--- config.mk ---
export PLATFORM = sky130hd
export DESIGN_NAME = lcp_ctrl
export DESIGN_NICKNAME = d
export VERILOG_FILES = /design/src/hw/rtl/lcp_pkg.sv /design/src/hw/rtl/lcp_ctrl.sv
export VERILOG_INCLUDE_DIRS = /design/src /design/src/hw/rtl
export SDC_FILE = /design/constraint.sdc
export NUM_CORES = 1
export LEC_CHECK = 0
export BUFFER_PORTS_ARGS = -buffer_cell sky130_fd_sc_hd__buf_2
export CORE_AREA = 2 2 39 41
export CTS_CLUSTER_SIZE = 16
export DETAILED_ROUTE_END_ITERATION = 6
export DIE_AREA = 0 0 41 43
export SLEW_MARGIN = 10
export SYNTH_ARGS = -nofsm -noshare
export SYNTH_HDL_FRONTEND = slang
export SYNTH_SLANG_ARGS = --single-unit
--- constraint.sdc ---
create_clock -name clk -period 1 [get_ports clk]
set_input_delay 0.05 -clock clk [delete_from_list [all_inputs] [get_ports clk]]
set_output_delay 0.05 -clock clk [all_outputs]
set_load 0.02 [all_outputs]
--- src/hw/rtl/lru_cache_with_pinned_entries_defines.svh ---
// assertion macros shared by the cache modules
// expects clk and rst in scope at the point of use
`ifndef LRU_CACHE_WITH_PINNED_ENTRIES_DEFINES_SVH
`define LRU_CACHE_WITH_PINNED_ENTRIES_DEFINES_SVH

// checked only outside reset
`define LCP_ASSERT(name, prop, msg) \
  name: assert property (@(posedge clk) disable iff (rst) prop) else $error(msg);

// checked at every edge, reset included
`define LCP_ASSERT_ALWAYS(name, prop, msg) \
  name: assert property (@(posedge clk) prop) else $error(msg);

`endif

--- src/hw/rtl/lcp_pkg.sv ---
// shared types and constants for the lru cache with pinned entries
// no dependencies
package lcp_pkg;

  localparam int LCP_CAPACITY = 32;

  localparam logic [1:0] OP_ADD    = 2'd0;
  localparam logic [1:0] OP_LOOKUP = 2'd1;
  localparam logic [1:0] OP_CLEAR  = 2'd2;
  localparam logic [1:0] OP_NOP    = 2'd3;

  typedef struct packed {
    logic [1:0]  operation;
    logic [63:0] entry_key;
    logic [31:0] payload_handle;
    logic        pin_flag;
  } req_t;

  typedef struct packed {
    logic        success;
    logic        was_present;
    logic [31:0] handle_out;
  } rsp_t;

  typedef enum logic [1:0] {
    S_IDLE,
    S_MATCH,
    S_UPDATE
  } state_t;

  // controller to datapath
  typedef struct packed {
    logic load;    // capture the incoming word
    logic match;   // register the per-slot key compare
    logic commit;  // apply the update and write the result register
  } cmd_t;

  // datapath to controller
  typedef struct packed {
    logic out_free;  // result register empty or being drained this cycle
  } status_t;

endpackage

--- src/hw/rtl/lcp_ctrl.sv ---
// request sequencer: accept, compare, update and hand the result to the output register
// depends on lcp_pkg and the assertion macro header
`include "lru_cache_with_pinned_entries_defines.svh"

module lcp_ctrl import lcp_pkg::*; (
  input  logic    clk,
  input  logic    rst,
  input  logic    in_valid,
  input  status_t status,
  output logic    in_ready,
  output cmd_t    cmd
);

  state_t state;
  state_t state_next;
  logic   accept;

  always_ff @(posedge clk) begin
    if (rst) begin
      state <= S_IDLE;
    end else begin
      state <= state_next;
    end
  end

  assign accept = in_valid && in_ready;

  always_comb begin
    state_next = state;
    unique case (state)
      S_IDLE: begin
        if (accept) state_next = S_MATCH;
      end
      S_MATCH: begin
        state_next = S_UPDATE;
      end
      S_UPDATE: begin
        if (status.out_free) state_next = accept ? S_MATCH : S_IDLE;
      end
      default: state_next = S_IDLE;
    endcase
  end

  // a new word may enter in the same cycle the previous one commits
  always_comb begin
    in_ready   = 1'b0;
    cmd.match  = 1'b0;
    cmd.commit = 1'b0;
    unique case (state)
      S_IDLE: begin
        in_ready = !rst;
      end
      S_MATCH: begin
        cmd.match = 1'b1;
      end
      S_UPDATE: begin
        cmd.commit = status.out_free;
        in_ready   = status.out_free && !rst;
      end
      default: begin
        in_ready = 1'b0;
      end
    endcase
    cmd.load = in_valid && in_ready;
  end

  `LCP_ASSERT(a_accept_to_match, (in_valid && in_ready) |=> state == S_MATCH,
    "accepted word not compared")
  `LCP_ASSERT(a_match_to_update, state == S_MATCH |=> state == S_UPDATE, "compare not followed")
  `LCP_ASSERT(a_commit_in_update, cmd.commit |-> state == S_UPDATE, "commit outside update")

endmodule

After elaboration in Yosys (flattened, before gate mapping)
Index checks and enable logic that the tools add are counted.

Equality and inequality tests: 4. Multiplexer cells: 7. Reduce and logical (&&, ||, !) cells: 5.

Operators by type and width (count): $pmux W2 S3 (1); $mux W2 (2); $ne A2 B2 Y1 const B (2); $mux W1 (3); $eq A2 B1 Y1 const B (1); $eq A2 B2 Y1 const B (1); $logic_and A1 B1 Y1 (2); $logic_not A2 Y1 (1); $pmux W1 S2 (1); $reduce_and A2 Y1 (1); $logic_not A1 Y1 (1).

Bits in registers: 2. Bits of input ports: 4. Output and inout port bits: 4. Logic and storage cells: 17.

Logic depth before layout (Yosys ltp)
Depth after elaboration: 7. Gate-level depth with buffers: 3. Gate-level depth less buffers: 2.

Worst setup path after synthesis
Ideal clock, no wire load.

Path type: register to output. Start point: register state[1]. End point: output cmd[0] (netlist name). Data arrival time: 0.909 ns. Data required time: 0.950 ns. Slack: 0.041 ns. Cell stages (with the launch flop): 2. Path buffers: 0. Path through: dfxtp_1 -> nor3b_1.

RTL lines: from (decl) (RTL line lcp_ctrl.sv:14) `state_t state;`; from (signal assigned) (RTL line lcp_ctrl.sv:22) `state <= state_next;`; to (decl) (RTL line lcp_ctrl.sv:11) `output cmd_t cmd`.

==> results <==
- The average instance in the mapped netlist occupies 9.34 µm².
- STA classifies the critical path endpoint as an output pin.
- The routed via count divided by cell count is 3.38.
- After layout, the worst path uses 107% of the clock period.
- After synthesis, the share of flip-flops with an asynchronous set or reset is 0%.
- After detailed routing, the average wire length per cell comes to 6.95 µm.
- The number of synthesized flops with an enable pin is 0.
- Once placement finished, the instance area stood at 161 µm².
- In this run the power density over the cells is 1500 mW/mm².
- By count the netlist is led by sky130_fd_sc_hd__a2111oi_1, sky130_fd_sc_hd__buf_4, sky130_fd_sc_hd__dfxtp_1, sky130_fd_sc_hd__inv_1, sky130_fd_sc_hd__nor3b_1.
- Sorting the synthesized cells by area gives the leading types as sky130_fd_sc_hd__dfxtp_1, sky130_fd_sc_hd__a2111oi_1, sky130_fd_sc_hd__buf_4.
- For the worst setup path, the data arrival time is 1020 ps.
- The worst endpoint required time is 950 ps.
- The wire length reported by the detailed router is 257 µm.
- Detailed routing placed a total of 26 µm of wire on met3.
- The accumulated negative setup slack is -90.2 ps.
- The worst register-to-register path ends at state[0].
- Yosys printed 0 warnings.
- After detailed routing, the number of remaining DRC violations is 0.
- In this run the remaining antenna-violating nets after routing total 0.
- In the synthesized netlist the dominant register cell turns out to be sky130_fd_sc_hd__dfxtp_1.
- The mapped netlist covers 121 µm².
- The fraction of power spent switching nets is 24.6%.
- The share of cells above drive strength 1 is 66.7%.
- For the worst flop-to-flop path, the logic depth is 1.
- The worst clock skew is 0.386 ps.
- The number of clock sinks seen by CTS is 2.
- The number of port buffers is 7.
- After technology mapping, the gate count stands at 13.
- Setup repair after global routing could not meet its margin everywhere.
- The die area is 0.00176 mm².
- The max-slew violation count is 0.
- The routed layout has 125 vias.
- The leakage power is 0.0000972 µW.
- The detailed-router iteration count before antenna repair is 2.
- The worst supply voltage drop on vdd is 0.000174 V.
- The met2 layer wire length in the routed design is 142 µm.
- The share of the synthesized netlist area taken by xor and xnor gates is 0%.
- The min-delay analysis places its worst path in the category input pin to flop.
- The final weighted congestion in routability-driven placement is 0.423.
- In this run, the clock network consumes 53.5% of the power.
- After synthesis, the largest family of logic cells by area is compound AO/OA/AOI/OAI gates.
- The wire length of the first global-routing pass is 351 µm.
- The number of DRC markers after the initial detailed-route iteration is 1.
- The netlist uses 8 different library cells.
- The root buffer selected by CTS is sky130_fd_sc_hd__clkbuf_4.
- Clock latency on the worst-skew pair, taken at its later pin, is 220 ps.
- The standard-cell row count is 14.
- The maximum number of pins on one net before global-route repair is 7.
- The maximum fanout count along the critical path is 6.
- The largest registers in the layout are state x2.
- Once layout is done, the placed cells without fillers occupy 216 µm².
- The synthesized netlist devotes 17.5% of its cell area to simple gates.
- Across the run, the number of max-cap violations was 0.
- The highest metal layer with signal wires is met3.
- The part of the power in combinational logic is 17.2%.
- The effective utilization at floorplan is 8.77%.
- The startpoint identified for the worst register-to-register timing path is state[1].
- The cell count after placement is 34.
- The number of top-level pins is 8.
- The terminating pin of the worst hold path is state[0].
- The final reports fail on negative setup slack.
- Counting I/O delays and the setup requirement, the final critical path takes 1070 ps.
- The synthesized netlist net count is 17.
- Clock tree synthesis inserted a total of 3 buffers.
- The number of global-route vias before repair is 114.
- The number of flip-flops under the largest register name is 2.
- The number of buffers on the longest clock path is 2.
- The overall global routing resource usage is 3.81%.
- The hold path depth is 2.
- The proportion of netlist area held by the largest area contributor is 33.0%.
- The share of the synthesized area in compound gates (AO/OA/AOI/OAI) is 30.9%.
- In the final routing, the length of wire on met1 measures 89 µm.
- The net switching power is 80.1 µW.
- The register with the most flip-flops is state.
- The category of the most critical setup path is flop to output pin.
- The critical path startpoint category is a flop.
- The share of power burned in registers is 29.3%.
- The number of antenna violations at the first check in global routing is 0.
- The die is 41 µm wide.
- The slew at the pin closest to its max-slew limit is 294 ps.
- The final critical-path setup slack is -74.5 ps.
- The top cell type by total area after synthesis is sky130_fd_sc_hd__dfxtp_1.
- The highest achievable clock rate is 0.931 GHz.
- Compared with the post-synthesis result, the final layout area differs by 78.4%.
- The antenna diode count is 0.
- The run finished, with violations left.
- After the last flow step, the layout net total stands at 27.
- The count of endpoints failing hold in the final timing report came to 0.
- TritonCTS built the clock tree.
- After the flow finishes, the layout carries non-filler instances totaling 37.
- The maximum level of the CTS H-tree is 1.
- The final setup violation count is 3.
- The multiplexer share of the synthesized area is 0%.
- The internal power of the cells is 245 µW.
- The die span in y is 43 µm.
- Of the total synthesized cell area, the portion taken by full adders, half adders and majority gates is 0%.
- The number of register bits inferred by synthesis is 2.
- For this run the aggregate overflow at the end of global routing stands at 0.
- The headroom to the max-slew limit is 80.3%.
- Across all register-to-register paths, the minimum setup slack is 220 ps.
- The startpoint of the lowest-slack hold path is rst.
- The sequential-to-total area share from yosys stat is 33.0%.
- Clock-pin slew was measured on the worst setup and hold paths at 30 ps.
- The total area inside the core boundary comes to 0.00138 mm².
- Once the clock tree was built, the setup fixing pass inserted 0 buffers.
[worst max-delay path: stages, from the launching register on]
cell                        delay [ps]
sky130_fd_sc_hd__dfxtp_2           340
sky130_fd_sc_hd__a2111oi_4         280
sky130_fd_sc_hd__buf_4             190
[final cells by class]
class	count	area [µm²]
inverter	2	7.51
sequential	2	42.5
tap	16	20.0
clock buffer	3	22.5
multi-input combinational	7	81.3
timing repair buffer	7	42.5
fill	162	1170
[through the flow]
step                util [%]  total power, µW  hold WS (ps)  setup slack [ps]
floorplan                  -              126           132              41.3
finish                  15.6              325          78.1             -74.5
CTS                     15.6              338          72.8             -91.7
global route            15.6              346          80.6              -119
detailed placement      11.7              138           281              58.1
global placement        11.7              138           281              81.8
[worst max-delay path by stage]
stage | start | endpoint | slack (ps) | cells past startpoint
after floorplan | state[1] | cmd[0] | 40 | 1
after global placement | state[1] | cmd[2] | 80 | 2
after detailed placement | state[1] | cmd[2] | 60 | 2
after CTS | state[1] | cmd[2] | -90 | 2
after global routing | state[1] | cmd[2] | -120 | 2
final | state[1] | cmd[2] | -70 | 2
[repair_timing]
item / CTS / global route
hold buffers: 0 / 0
hold endpoints to repair: 0 / 0
setup endpoints to repair: 4 / 4
gates resized for setup: 8 / 0
[layer usage]
layer / track usage (%) / vias to the layer above
li1: - / 64
met5: 0 / -
met3: 3.14 / 0
met1: 1.92 / 56
met4: 8.00 / 0
met2: 4.38 / 5
[layout by cell type (no fill, tap or decap)]
master / Yosys / routed
sky130_fd_sc_hd__nor3b_1: 2 / 1
sky130_fd_sc_hd__inv_1: 2 / 2
sky130_fd_sc_hd__o21ba_1: 1 / 1
sky130_fd_sc_hd__nor2b_1: 1 / 1
sky130_fd_sc_hd__a211oi_1: 1 / 1
sky130_fd_sc_hd__a2111oi_4: 0 / 1
sky130_fd_sc_hd__buf_2: 0 / 4
sky130_fd_sc_hd__clkbuf_4: 0 / 3
sky130_fd_sc_hd__buf_4: 2 / 3
sky130_fd_sc_hd__a2111oi_1: 2 / 1
sky130_fd_sc_hd__dfxtp_2: 0 / 2
sky130_fd_sc_hd__nor3b_2: 0 / 1
[power groups by stage]
| stage | logic, µW | registers, µW | clock network, µW |
|---|---|---|---|
| 6_report | 56.0 | 95.3 | 174 |
| 5_1_grt | 60.0 | 96.1 | 190 |
| 4_1_cts | 56.7 | 95.2 | 186 |
| 3_5_place_dp | 45.5 | 92.6 | 0 |
| 3_3_place_gp | 45.4 | 92.7 | 0 |
| 2_1_floorplan | 34.8 | 91.1 | 0 |
[kinds of logic (layout without fill, tap and decap cells)]
family	Yosys count	after routing
AND/OR/NAND/NOR	3	3
buffers and inverters	4	12
AO/OA/AOI/OAI	4	4
flip-flops	2	2
No activity file was read; power rests on OpenSTA's default activity.
